## src/rtl/tlrq_pkg.sv

```systemverilog
// Shared types, codes and helpers for the three-level ready queue scheduler.
package tlrq_pkg;

    typedef enum logic [1:0] {
        KIND_INSERT = 2'd0,
        KIND_PICK   = 2'd1,
        KIND_AGE    = 2'd2,
        KIND_NONE   = 2'd3
    } t_kind;

    // Level codes as they appear on the picked_level output.
    localparam logic [1:0] LVL_NONE  = 2'd0;
    localparam logic [1:0] LVL_ONE   = 2'd1;
    localparam logic [1:0] LVL_TWO   = 2'd2;
    localparam logic [1:0] LVL_THREE = 2'd3;

    // Configuration register indexes.
    localparam int CFG_IDX_W = 3;
    localparam int CFG_DATA_W = 16;
    localparam logic [CFG_IDX_W-1:0] CFG_L2_FLOOR  = 3'd0;
    localparam logic [CFG_IDX_W-1:0] CFG_L1_FLOOR  = 3'd1;
    localparam logic [CFG_IDX_W-1:0] CFG_THRESHOLD = 3'd2;
    localparam logic [CFG_IDX_W-1:0] CFG_BOOST     = 3'd3;
    localparam logic [CFG_IDX_W-1:0] CFG_CAP       = 3'd4;

    localparam logic [7:0]  RST_L2_FLOOR  = 8'd50;
    localparam logic [7:0]  RST_L1_FLOOR  = 8'd100;
    localparam logic [15:0] RST_THRESHOLD = 16'd1500;
    localparam logic [7:0]  RST_BOOST     = 8'd10;
    localparam logic [7:0]  RST_CAP       = 8'd149;

    typedef struct packed {
        logic [15:0] task_id;
        logic [7:0]  prio;
        logic [31:0] burst;
        logic [31:0] enter;
        logic [31:0] wait_acc;
        logic [15:0] arrival;
    } t_entry;

    typedef struct packed {
        logic accept;
        logic idx_inc;
        logic scan_start;
        logic scan_step;
        logic ins_write;
        logic set_full;
        logic pick_take;
        logic age_calc;
        logic age_write;
        logic emit;
    } t_cmd;

    typedef struct packed {
        logic  slot_free;
        logic  idx_last;
        logic  best_hit;
        t_kind kind;
    } t_status;

    typedef enum logic [3:0] {
        S_IDLE,
        S_INS_SCAN,
        S_INS_WR,
        S_SCAN,
        S_DRAIN,
        S_PICK_TAKE,
        S_AGE_CALC,
        S_AGE_WR,
        S_DONE
    } t_state;

    function automatic logic [1:0] level_of(input logic [7:0] prio,
                                            input logic [7:0] l2_floor,
                                            input logic [7:0] l1_floor);
        logic [1:0] lvl;
        if (prio < l2_floor) begin
            lvl = LVL_THREE;
        end else if (prio < l1_floor) begin
            lvl = LVL_TWO;
        end else begin
            lvl = LVL_ONE;
        end
        return lvl;
    endfunction

endpackage

```

## src/rtl/tlrq_ctrl.sv

```systemverilog
// Sequencer for insert, pick and aging requests.
module tlrq_ctrl (
    input  logic               i_clk,
    input  logic               i_rst_n,
    input  logic               i_start,
    input  logic [1:0]         i_kind,
    input  tlrq_pkg::t_status  i_stat,
    output tlrq_pkg::t_cmd     o_cmd,
    output logic               o_busy
);

    tlrq_pkg::t_state r_state, n_state;

    always_ff @(posedge i_clk) begin
        if (!i_rst_n) begin
            r_state <= tlrq_pkg::S_IDLE;
        end else begin
            r_state <= n_state;
        end
    end

    always_comb begin
        n_state = r_state;
        o_cmd   = '0;
        unique case (r_state)
            tlrq_pkg::S_IDLE: begin
                if (i_start) begin
                    o_cmd.accept = 1'b1;
                    unique case (tlrq_pkg::t_kind'(i_kind)) inside
                        tlrq_pkg::KIND_INSERT: n_state = tlrq_pkg::S_INS_SCAN;
                        tlrq_pkg::KIND_PICK, tlrq_pkg::KIND_AGE: n_state = tlrq_pkg::S_SCAN;
                        default: n_state = tlrq_pkg::S_DONE;
                    endcase
                end
            end
            tlrq_pkg::S_INS_SCAN: begin
                if (i_stat.slot_free) begin
                    n_state = tlrq_pkg::S_INS_WR;
                end else if (i_stat.idx_last) begin
                    o_cmd.set_full = 1'b1;
                    n_state = tlrq_pkg::S_DONE;
                end else begin
                    o_cmd.idx_inc = 1'b1;
                end
            end
            tlrq_pkg::S_INS_WR: begin
                o_cmd.ins_write = 1'b1;
                n_state = tlrq_pkg::S_DONE;
            end
            tlrq_pkg::S_SCAN: begin
                o_cmd.scan_step = 1'b1;
                if (i_stat.idx_last) begin
                    n_state = tlrq_pkg::S_DRAIN;
                end
            end
            tlrq_pkg::S_DRAIN: begin
                // The last read compares in this cycle.
                if (i_stat.kind == tlrq_pkg::KIND_PICK) begin
                    n_state = tlrq_pkg::S_PICK_TAKE;
                end else begin
                    n_state = tlrq_pkg::S_AGE_CALC;
                end
            end
            tlrq_pkg::S_PICK_TAKE: begin
                o_cmd.pick_take = 1'b1;
                n_state = tlrq_pkg::S_DONE;
            end
            tlrq_pkg::S_AGE_CALC: begin
                if (i_stat.best_hit) begin
                    o_cmd.age_calc = 1'b1;
                    n_state = tlrq_pkg::S_AGE_WR;
                end else begin
                    n_state = tlrq_pkg::S_DONE;
                end
            end
            tlrq_pkg::S_AGE_WR: begin
                o_cmd.age_write  = 1'b1;
                o_cmd.scan_start = 1'b1;
                n_state = tlrq_pkg::S_SCAN;
            end
            tlrq_pkg::S_DONE: begin
                o_cmd.emit = 1'b1;
                n_state = tlrq_pkg::S_IDLE;
            end
            default: n_state = tlrq_pkg::S_IDLE;
        endcase
    end

    assign o_busy = (r_state != tlrq_pkg::S_IDLE);

endmodule

```

## config.mk

```make
export PLATFORM = sky130hd
export DESIGN_NAME = tlrq_ctrl
export DESIGN_NICKNAME = d
export VERILOG_FILES = /design/src/rtl/tlrq_pkg.sv /design/src/rtl/tlrq_ctrl.sv
export SDC_FILE = /design/constraint.sdc
export NUM_CORES = 1
export LEC_CHECK = 0
export ABC_AREA = 0
export BUFFER_PORTS_ARGS = -buffer_cell sky130_fd_sc_hd__buf_2
export CORE_AREA = 2 2 39 41
export DETAILED_ROUTE_END_ITERATION = 10
export DIE_AREA = 0 0 41 43
export GPL_ROUTABILITY_DRIVEN = 0
export PLACE_DENSITY = 0.68
export SYNTH_ARGS = -nofsm -noshare
export SYNTH_HDL_FRONTEND = slang
export SYNTH_SLANG_ARGS = --single-unit
```

## constraint.sdc

```tcl
create_clock -name i_clk -period 1.26 [get_ports i_clk]
set_input_delay 0.252 -clock i_clk [delete_from_list [all_inputs] [get_ports i_clk]]
set_output_delay 0.252 -clock i_clk [all_outputs]
set_load 0.05 [all_outputs]
```

Word level (Yosys, flattened, before mapping)
Cells that the tools add are included.
{ "totals": {"register_bits": 4, "latchBits": 0, "ramBits": 0, "rom_bits": 0, "in_bits": 10, "output_inout_bits": 11, "elab_cells": 44, "n_memories": 0} }
{ "classes": {"addsub": 0, "mul": 0, "div": 0, "order_cmp": 0, "n_eq_ne": 14, "n_shift": 0, "mux": 23, "n_bitwise": 0, "reduce_logical": 6} }
{ "ops": {"columns": ["cell", "count"], "rows": [
  ["$pmux W4 S7", 1],
  ["$mux W4", 5],
  ["$eq A4 B3 Y1 const B", 4],
  ["$mux W1", 15],
  ["$eq A4 B2 Y1 const B", 2],
  ["$pmux W4 S2", 1],
  ["$eq A2 B1 Y1 const B", 2],
  ["$eq A4 B1 Y1 const B", 1],
  ["$eq A4 B4 Y1 const B", 1],
  ["$logic_not A4 Y1", 1],
  ["$ne A2 B2 Y1 const B", 2],
  ["$reduce_bool A4 Y1", 1],
  ["$reduce_or A2 Y1", 2],
  ["$ne A3 B3 Y1 const B", 1],
  ["$reduce_and A3 Y1", 1],
  ["$eq A2 B2 Y1 const B", 1],
  ["$logic_not A2 Y1", 1],
  ["$mux W2", 1]
]} }

Longest topological paths before layout
Gate-level depths: netlist (run 1).
{ "depth": {"depth_word": 5, "depth_mapped": 5, "mapped_depth_nobuf": 4} }

Worst setup path before layout (run 1)
Ideal clock, no wire load.
{ "synth_path": {"kind": "register to output", "startpoint": "reg r_state[2]", "endpoint": "out o_cmd[8] in the netlist's numbering", "t_arrival_ns": 1.774, "t_required_ns": 1.008, "slack_ns": -0.766, "stages_incl_launch_ff": 5, "n_path_buf": 1, "cell_sequence": "dfxtp_1 -> buf_6 -> nor2b_1 -> nand2_1 -> nor3_1"} }
{ "synth_lines": {"columns": ["item", "line", "text"], "rows": [
  ["start, declared", "tlrq_ctrl.sv:12", "tlrq_pkg::t_state r_state, n_state;"],
  ["start signal, assigned", "tlrq_ctrl.sv:16", "r_state <= tlrq_pkg::S_IDLE;"],
  ["start signal, assigned", "tlrq_ctrl.sv:18", "r_state <= n_state;"],
  ["end, declared", "tlrq_ctrl.sv:8", "output tlrq_pkg::t_cmd o_cmd,"]
]} }

==> results of run 1 <==
-- metrics by stage --
step	worst slack, ns	cell area, µm²	total power [mW]
6_report	-0.2351	1084	1.366
3_3_place_gp	-0.1000	750.7	0.8326
3_5_place_dp	-0.1030	750.7	0.8359
5_1_grt	-0.2873	1084	1.422
2_1_floorplan	-0.1013	533.0	0.6386
4_1_cts	-0.2270	1013	1.243
-- final timing paths --
kind | to | slack (ns) | cells past startpoint
worst min register to register | r_state[1] | 0.62 | 2
worst min-delay path | r_state[0] | 0.28 | 2
worst max register to register | r_state[1] | -0.11 | 5
worst max-delay path | o_cmd[8] | -0.24 | 4
-- cell type report --
class	count	area (µm²)
fill	86	300.3
inverter	2	7.507
multi-input combinational	45	506.7
sequential	4	95.09
clock buffer	4	26.28
timing repair buffer	47	427.9
tap	16	20.02
-- repair_timing --
item,in CTS,in global routing
endpoints found under the setup margin,14,15
setup buffers,7,2
pin swaps,8,8
resized for setup,50,12
endpoints found under the hold margin,0,0
-- kinds of logic after synthesis --
family / Yosys count / share of synthesized area (%)
AO/OA/AOI/OAI: 13 / 26.09
adder cells (fa/ha/maj): 1 / 2.898
buffers and inverters: 6 / 8.984
flip-flops: 4 / 18.55
multiplexers: 2 / 6.086
AND/OR/NAND/NOR: 29 / 37.39
-- layer usage --
metal  wire (µm)  GRT usage (%)
met1         697          24.68
met2        1102          40.94
met3         103          5.759
met4          97          15.33
met5           0              0
-- worst max-delay path: stages (launching register included) --
cell,delay (ns)
dfxtp_4,0.40
nor2b_4,0.19
nand2_2,0.08
nor3_4,0.16
buf_6,0.18
-- report_power, final --
part           switching [mW]  internal [mW]  total (mW)
clock                  0.0604          0.119       0.180
combinational           0.499          0.481       0.979
sequential             0.0515          0.156       0.207
total                   0.611          0.756        1.37
-- placed cells by master, fill, tap and decap left out, drive strengths merged --
cell     count
a221oi       1
and4b        1
o31ai        1
clkbuf       4
a2111oi      2
a32o         1
o21ai        2
a21oi        2
and3         2
ha           1
nor3         4
mux2         2
or2b         1
dfxtp        4
nor2         9
nor2b        1
o211ai       1
nor4         1
o22ai        1
a22o         1
nand2        5
a211oi       1
buf         47
nand2b       5
inv          2
==> metrics.md, run 1 <==
| Metric | Value |
|---|---|
| Run status | finished, violations left |
| Failing checks | setup timing |
| Via density per instance | 5.415 |
| Fraction of final layout cells with drive strength greater than 1 | 83.33% |
| Clock period minus worst slack | 1.495 ns |
| Total power density per cell area | 1261 nW/µm² |
| Capturing element type of the critical path | output port |
| Number of flops mapped to enable cells by yosys | 0 |
| Die Y | 43 µm |
| Count of routing violations after the opening detailed-route iteration | 9 |
| Dominant cells by area after synthesis | dfxtp_1 19%, nor2_1 7.8%, a2111oi_2 7.0% |
| Number of sinks handled by clock tree synthesis | 4 |
| Clock slew seen by the registers of the worst setup and hold paths | 0.04 ns |
| Via count of the first global-routing pass | 654 |
| Hold violation count in the final report | 0 |
| Max cap viols | 0 |
| Count of distinct cell types in the synthesized netlist | 31 |
| Width of the die | 41 µm |
| Max frequency | 668.9 MHz |
| Antenna-violating nets left | 0 |
| Antenna Cells | 0 |
| Top flip-flop cell by instance count after synthesis | dfxtp_1 |
| Die Area | 1763 µm² |
| Net count after synthesis | 66 |
| Placed insts | 106 |
| Area fraction of the dominant cell type after synthesis | 18.55% |
| Share of the clock period used by the worst path | 118.7% |
| Hold-fix buffers, CTS | 0 |
| Skew-Pair Late Insertion Delay | 0.24 ns |
| Maximum buffer depth of the clock tree | 2 |
| Area of the mapped netlist | 431.7 µm² |
| Core occupancy in the finished layout | 78.30% |
| Setup Crit Path Kind | register to output port |
| CTS tree | built |
| Half-perimeter wire length after detailed placement | 1006 µm |
| Count of port buffers added during placement | 20 |
| Remaining global-route overflow | 0 |
| Headroom to the max-slew limit | 78.75% |
| Slew at the pin closest to its max-slew limit | 0.3188 ns |
| Number of flip-flops in the largest register | 4 |
| Clock Skews | 0.001233 ns |
| Highest fanout seen on the critical path | 6 |
| Hold path startpoint | i_rst_n |
| Critical Path Source Type | register |
| Unrepaired setup endpoints after global routing | yes |
| Smallest setup slack after layout | -0.2351 ns |
| Yosys warning count | 0 |
| Data required time of the critical path | 1.01 ns |
| Registers with the most flip-flops | r_state x4 |
| Asr flop ratio synth | 0% |
| Critical Path Start | r_state[0] |
| Standby leakage power | 0.4518 nW |
| Dominant cell type by area after synthesis | dfxtp_1 |
| WHS | 0.2830 ns |
| Biggest register | r_state |
| Arrival time at the worst endpoint | 1.24 ns |
| # setup viols final | 13 |
| Clk Tree Root Cell | clkbuf_4 |
| Post-synthesis register bit count | 4 |
| Synthesized netlist cell count | 55 |
| Total wirelength of the detailed-routed design | 2000 µm |
| Global-route wire length before repair | 2856 µm |
| Synth top cells by count | 9 x nor2_1, 5 x nand2_1, 4 x dfxtp_1 |
| Largest net degree at the start of global routing | 9 |
| GR Util All Layers | 24.27% |
| Count of boundary I/O pins | 21 |
| Initial antenna violation count | 0 |
| Level count of the clock H-tree | 1 |
| Most numerous cell in the Yosys netlist | nor2_1 |
| Final-report max-slew violation count | 0 |
| Standard-cell rows | 14 |
| Avg Synthesized Cell Area | 7.848 µm² |
| Detailed-route wire length per cell | 16.95 µm |
| Beginning of the worst register-to-register path | r_state[0] |
| Via count | 639 |
| First-pass iteration count of the detailed router | 4 |
| Worst vdd rail ir drop | 0.0006814 V |
| Non-filler instance count after layout | 118 |
| Drc violations | 0 |
| Number of buffers added by the clock tree synthesis step | 3 |
| Total Negative Setup Slacks | -1.973 ns |
| Core region area | 1384 µm² |
| Area Growth Syn to Fin | 151.0% |
| Seq/Total Area, Yosys | 18.55% |
| Effective utilization at floorplan | 31.19% |
| Worst min path class | input port to register |
| Nets@finish | 114 |
Power figures use the tool's default switching activity.
==> run 2, diff against run 1 <==
==> constraint.sdc (replaced) <==
create_clock -name i_clk -period 1.42 [get_ports i_clk]
set_input_delay 0.284 -clock i_clk [delete_from_list [all_inputs] [get_ports i_clk]]
set_output_delay 0.284 -clock i_clk [all_outputs]
set_load 0.05 [all_outputs]
==> metrics.md, run 2 (synthesis gave the netlist of run 1 again) <==
| Metric | Value |
|---|---|
| Largest net degree at the start of global routing | 10 (+1) |
| Fraction of final layout cells with drive strength greater than 1 | 75.82% (-7.5 points) |
| Die Area | 1763 µm² (unchanged) |
| Level count of the clock H-tree | 1 (unchanged) |
| Number of sinks handled by clock tree synthesis | 4 (unchanged) |
| Highest fanout seen on the critical path | 7 (+1) |
| Antenna Cells | 0 (unchanged) |
| GR Util All Layers | 20.66% (-3.6 points) |
| End of the worst register-to-register path | r_state[1] |
| Hold-fix buffers, CTS | 0 (unchanged) |
| Capturing element type of the critical path | output port |
| Drc violations | 0 (unchanged) |
| Critical Path Source Type | register |
| Headroom to the max-slew limit | 79.33% (+0.58 points) |
| Max cap viols | 0 (unchanged) |
| Depth of the worst register-to-register path | 5 (unchanged) |
| Number of flip-flops in the largest register | 4 (unchanged) |
| Via count of the first global-routing pass | 587 (-10%) |
| CTS tree | built |
| Biggest register | r_state |
| Hold violation count in the final report | 0 (unchanged) |
| Half-perimeter wire length after detailed placement | 1079 µm (+7.3%) |
| Skew-Pair Late Insertion Delay | 0.23 ns (about the same) |
| Beginning of the worst register-to-register path | r_state[0] |
| Area Growth Syn to Fin | 109.3% |
| Max frequency | 692.1 MHz |
| Remaining global-route overflow | 0 (unchanged) |
| Clk Tree Root Cell | clkbuf_4 |
| Clock period minus worst slack | 1.445 ns |
| Endpoint with the worst hold slack | r_state[1] |
| Standard-cell rows | 14 (unchanged) |
| Failing checks | setup timing |
| Worst min path class | input port to register |
| Worst vdd rail ir drop | 0.0005659 V (-17%) |
| Overall power | 0.9968 mW (-27%) |
| Initial antenna violation count | 0 (unchanged) |
| Most common cell after layout, fill and taps aside | buf_4 |
| Via density per instance | 5.364 (-0.94%) |
| Count of routing violations after the opening detailed-route iteration | 15 (+6) |
| Final-report max-slew violation count | 0 (unchanged) |
| Most used cells in the layout excluding fill and tap cells | 15 x buf_4, 9 x buf_2, 6 x buf_6, 5 x nor2_4, 5 x buf_8 |
| Setup Crit Path Kind | register to output port |
| Nets@finish | 104 (-8.8%) |
| Smallest setup slack after layout | -0.02483 ns (+0.2102 ns) |
| Standby leakage power | 0.3626 nW (-20%) |
| # setup viols final | 4 (-9) |
| Detailed-route wire length per cell | 14.76 µm (-13%) |
| Total power density per cell area | 1103 nW/µm² (-13%) |
| Maximum buffer depth of the clock tree | 2 (unchanged) |
| Effective utilization at floorplan | 31.19% (unchanged) |
| Place WS | 0.009218 ns (+0.1122 ns) |
| Total wirelength of the detailed-routed design | 1579 µm (-21%) |
| Count of boundary I/O pins | 21 (unchanged) |
| Clock Skews | 0.002881 ns (+0.001647 ns) |
| Data required time of the critical path | 1.14 ns (+0.13 ns) |
| Share of the clock period used by the worst path | 101.7% |
| Number of buffers added by the clock tree synthesis step | 3 (unchanged) |
| Global-route wire length before repair | 2484 µm (-13%) |
| Antenna-violating nets left | 0 (unchanged) |
| Slew at the pin closest to its max-slew limit | 0.3073 ns (-0.01151 ns) |
| Worst hold path stage count | 3 (+1) |
| First-pass iteration count of the detailed router | 4 (unchanged) |
| Registers with the most flip-flops | r_state x4 |
| Core occupancy in the finished layout | 65.28% (-13 points) |
| Clock slew seen by the registers of the worst setup and hold paths | 0.04 ns (about the same) |
| Unrepaired setup endpoints after global routing | yes |
| Register-to-Register Setup Slack | 0.03 ns (+0.14 ns) |
| Die Y | 43 µm (unchanged) |
| Core region area | 1384 µm² (unchanged) |
| Via count | 574 (-10%) |
| Total Negative Setup Slacks | -0.06389 ns (+1.909 ns) |
| Width of the die | 41 µm (unchanged) |
| Count of port buffers added during placement | 20 (unchanged) |
| Hold path startpoint | i_rst_n |
| Arrival time at the worst endpoint | 1.16 ns (-0.08 ns) |
| Run status | finished, violations left |
run 2: cell types whose count changed in the layout (fill, tap and decap cells not counted), sizes merged:
cell  previous run  this run
buf             47        36
run 2: worst max-delay path, stage by stage, from the launching register on:
cell and delay, ns:
dfxtp_4 0.39, inv_1 0.10, nor2_4 0.12, nand2_2 0.08
nor2_4 0.08, buf_6 0.16
run 2: stage by stage:
step                      hold WS (ns)  cells  area, µm²
after floorplan                 0.3773     55      506.7
after global placement          0.5610     98      676.9
after detailed placement        0.5680     98      676.9
after CTS                       0.3156    104      830.8
after global routing            0.3239    107      903.4
final                           0.3210    107      903.4
run 2: per-layer routing:
layer  global-route usage [%]  vias to the layer above  routed length [µm]  part of all wire [%]
met1                    20.51                      265                 556                    35
met2                    38.13                       27                 913                    58
met5                        0                        -                   0                     0
li1                         -                      278                   -                     -
met4                    6.667                        0                  27                   1.7
met3                    5.236                        4                  83                   5.3
run 2: layout make-up:
| cell class | instances | area (µm²) |
|---|---|---|
| Tap cell | 16 | 20.02 |
| Clock buffer | 3 | 22.52 |
| Sequential cell | 4 | 92.59 |
| Multi-Input combinational cell | 45 | 432.9 |
| Inverter | 2 | 7.507 |
| Fill cell | 120 | 480.5 |
| Timing Repair Buffer | 37 | 327.8 |
run 2: timing repair:
item,in CTS,in global routing
setup buffers,3,3
endpoints found under the setup margin,12,12
endpoints found under the hold margin,0,0
gates cloned,0,0
resized for setup,35,12
pin swaps,5,3
run 2: worst max path at each step:
stage,from,to,slack (ns),cells after the start
5_1_grt,r_state[2],o_cmd[2],-0.06,5
3_3_place_gp,r_state[2],o_cmd[0],0.06,4
4_1_cts,r_state[2],o_cmd[2],-0.03,5
3_5_place_dp,r_state[1],r_state[3],0.009,4
6_report,r_state[2],o_cmd[2],-0.02,5
2_1_floorplan,r_state[2],o_cmd[8],-0.05,4
run 2: where the power goes:
part	internal, mW	leakage [nW]	switching (mW)	total (mW)
Combinational	0.322	0.314	0.368	0.689
Clock	0.0942	0.0138	0.0412	0.135
Sequential	0.137	0.0353	0.0354	0.172
Total	0.553	0.363	0.444	0.997
==> run 3, diff against run 2 <==
--- a/config.mk
+++ b/config.mk
@@ -6,7 +6,8 @@
 export NUM_CORES = 1
 export LEC_CHECK = 0
 export ABC_AREA = 0
-export BUFFER_PORTS_ARGS = -buffer_cell sky130_fd_sc_hd__buf_2
+export ABC_CLOCK_PERIOD_IN_PS = 1420
+export BUFFER_PORTS_ARGS = -buffer_cell sky130_fd_sc_hd__buf_4
 export CORE_AREA = 2 2 39 41
 export DETAILED_ROUTE_END_ITERATION = 10
 export DIE_AREA = 0 0 41 43
==> metrics.md, run 3 (synthesis gave the netlist of run 1 again) <==
| Metric | Value |
|---|---|
| Run status | finished, violations left |
| Failing checks | setup timing |
| Place WS | 0.03402 ns (+0.02480 ns) |
| Max cap viols | 0 (unchanged) |
| Effective utilization at floorplan | 31.19% (unchanged) |
| Highest fanout seen on the critical path | 7 (unchanged) |
| Detailed-routed wire length on met3 | 55 µm (-34%) |
| Detailed route wirelength on metal2 | 752 µm (-18%) |
| Fraction of final layout cells with drive strength greater than 1 | 72.09% (-3.7 points) |
| Arrival time at the worst endpoint | 1.18 ns (+0.02 ns) |
| Number of buffers added by the clock tree synthesis step | 3 (unchanged) |
| Share of the clock period used by the worst path | 103.3% (+1.5 points) |
| Via density per instance | 5.196 (-3.1%) |
| Total wirelength of the detailed-routed design | 1412 µm (-11%) |
| Via count | 530 (-7.7%) |
| Nets@finish | 99 (-4.8%) |
| Count of port buffers added during placement | 20 (unchanged) |
| Die Y | 43 µm (unchanged) |
| Clock slew seen by the registers of the worst setup and hold paths | 0.04 ns (about the same) |
| Initial antenna violation count | 0 (unchanged) |
| CP max stage cell | dfxtp_4 |
| Standby leakage power | 0.3408 nW (-6.0%) |
| Data required time of the critical path | 1.14 ns (about the same) |
| Detailed-route wire length per cell | 13.84 µm (-6.2%) |
| Number of flip-flops in the largest register | 4 (unchanged) |
| Antenna Cells | 0 (unchanged) |
| Biggest register | r_state |
| Storage cell area | 95.09 µm² (+2.7%) |
| CTS tree | built |
| Final Instance Area | 858.3 µm² (-5.0%) |
| Maximum buffer depth of the clock tree | 2 (unchanged) |
| Worst vdd rail ir drop | 0.0005850 V (+3.4%) |
| Width of the die | 41 µm (unchanged) |
| Level count of the clock H-tree | 1 (unchanged) |
| Drc violations | 0 (unchanged) |
| Antenna-violating nets left | 0 (unchanged) |
| Headroom to the max-slew limit | 77.19% (-2.1 points) |
| # setup viols final | 5 (+1) |
| Registers with the most flip-flops | r_state x4 |
| Die Area | 1763 µm² (unchanged) |
| Hold violation count in the final report | 0 (unchanged) |
| Critical Path Source Type | register |
| Standard-cell rows | 14 (unchanged) |
| Routed length on met1 | 590 µm (+6.1%) |
| First-pass iteration count of the detailed router | 4 (unchanged) |
| Total power density per cell area | 1097 nW/µm² (-0.62%) |
| Core occupancy in the finished layout | 62.03% (-3.3 points) |
| Skew-Pair Late Insertion Delay | 0.24 ns (about the same) |
| Capturing element type of the critical path | output port |
| Unrepaired setup endpoints after global routing | yes |
| Via count of the first global-routing pass | 561 (-4.4%) |
| Number of sinks handled by clock tree synthesis | 4 (unchanged) |
| Fill cell instance count of the final layout | 125 (+4.2%) |
| Setup Crit Path Kind | register to output port |
| Clock Skews | 0.005959 ns (+0.003078 ns) |
| Highest metal layer used by the detailed router | met4 |
| Global-route wire length before repair | 2290 µm (-7.8%) |
| Delay of the slowest cell on the worst path | 0.37 ns (-0.02 ns) |
| Half-perimeter wire length after detailed placement | 1022 µm (-5.3%) |
| Worst path buffer plus inverter count | 2 (unchanged) |
| Count of routing violations after the opening detailed-route iteration | 7 (-8) |
| Count of boundary I/O pins | 21 (unchanged) |
| Largest net degree at the start of global routing | 9 (-1) |
| Smallest setup slack after layout | -0.04626 ns (-0.02142 ns) |
| Most used cells in the layout excluding fill and tap cells | 20 x buf_4, 10 x buf_6, 6 x nor2_4, 4 x nand2_1, 4 x dfxtp_4 |
| Most common cell after layout, fill and taps aside | buf_4 |
| Core region area | 1384 µm² (unchanged) |
| Ordered cell list for the critical path | buf_6, nor2_4, and3_4, buf_8 |
| Area Growth Syn to Fin | 98.84% |
| Clock period minus worst slack | 1.466 ns (+0.02142 ns) |
| Worst min path class | input port to register |
| DP Area | 699.4 µm² (+3.3%) |
| Area taken by multi-input logic gates | 420.4 µm² (-2.9%) |
| WHS | 0.2935 ns (-0.02748 ns) |
| Max frequency | 682.0 MHz (-1.5%) |
| Final-report max-slew violation count | 0 (unchanged) |
| Remaining global-route overflow | 0 (unchanged) |
| Slew at the pin closest to its max-slew limit | 0.3414 ns (+0.03415 ns) |
| Family with the most delay on the worst path | flip-flops |
| GR Util All Layers | 18.79% (-1.9 points) |
| Clk Tree Root Cell | clkbuf_4 |
-- run 3: repair_timing --
item                       in CTS  in global routing
gates cloned                    0                  0
pin swaps                       3                  1
resized for setup              25                  8
setup endpoints to repair      11                 12
hold endpoints to repair        0                  0
hold buffers                    0                  0
buffers inserted                2                  1
-- run 3: power by group --
group / total, mW / leakage [nW] / internal [mW] / switching, mW
clock network: 0.149 / 0.0138 / 0.0950 / 0.0538
registers: 0.183 / 0.0356 / 0.138 / 0.0444
logic: 0.610 / 0.291 / 0.272 / 0.338
total: 0.941 / 0.341 / 0.505 / 0.436
-- run 3: final timing paths --
| check | from | endpoint | slack (ns) | depth (start not counted) |
|---|---|---|---|---|
| max | r_state[2] | o_cmd[0] | -0.05 | 4 |
| min | i_rst_n | r_state[0] | 0.29 | 2 |
| max reg2reg | r_state[2] | r_state[0] | 0.07 | 5 |
| min reg2reg | r_state[1] | r_state[2] | 0.70 | 3 |
-- run 3: stage by stage --
stage           TNS, ns  std cells  total power [mW]
2_1_floorplan  -0.05751         55            0.5420
3_3_place_gp          0         96            0.6800
3_5_place_dp          0         96            0.6902
4_1_cts         -0.1732        101            0.9073
5_1_grt         -0.4562        102             1.001
6_report        -0.1563        102            0.9412
-- run 3: final cells by class --
type | instances | area share (%)
clock buffers | 3 | 2.624
inverters | 2 | 0.8746
multi-input cells | 45 | 48.98
flip-flops and latches | 4 | 11.08
well taps | 16 | 2.332
repair buffers | 32 | 34.11
-- run 3: routing by layer --
| metal | GRT usage [%] | up-vias |
|---|---|---|
| li1 | - | 265 |
| met1 | 20.97 | 245 |
| met2 | 32.50 | 18 |
| met3 | 3.141 | 2 |
| met4 | 8.000 | 0 |
| met5 | 0 | - |
-- run 3: worst reg2reg max path, stage by stage (launching register included) --
cell and delay, ns:
dfxtp_4 0.37, buf_4 0.14, buf_4 0.14, mux2_4 0.29, o31ai_2 0.20, a22o_1 0.15
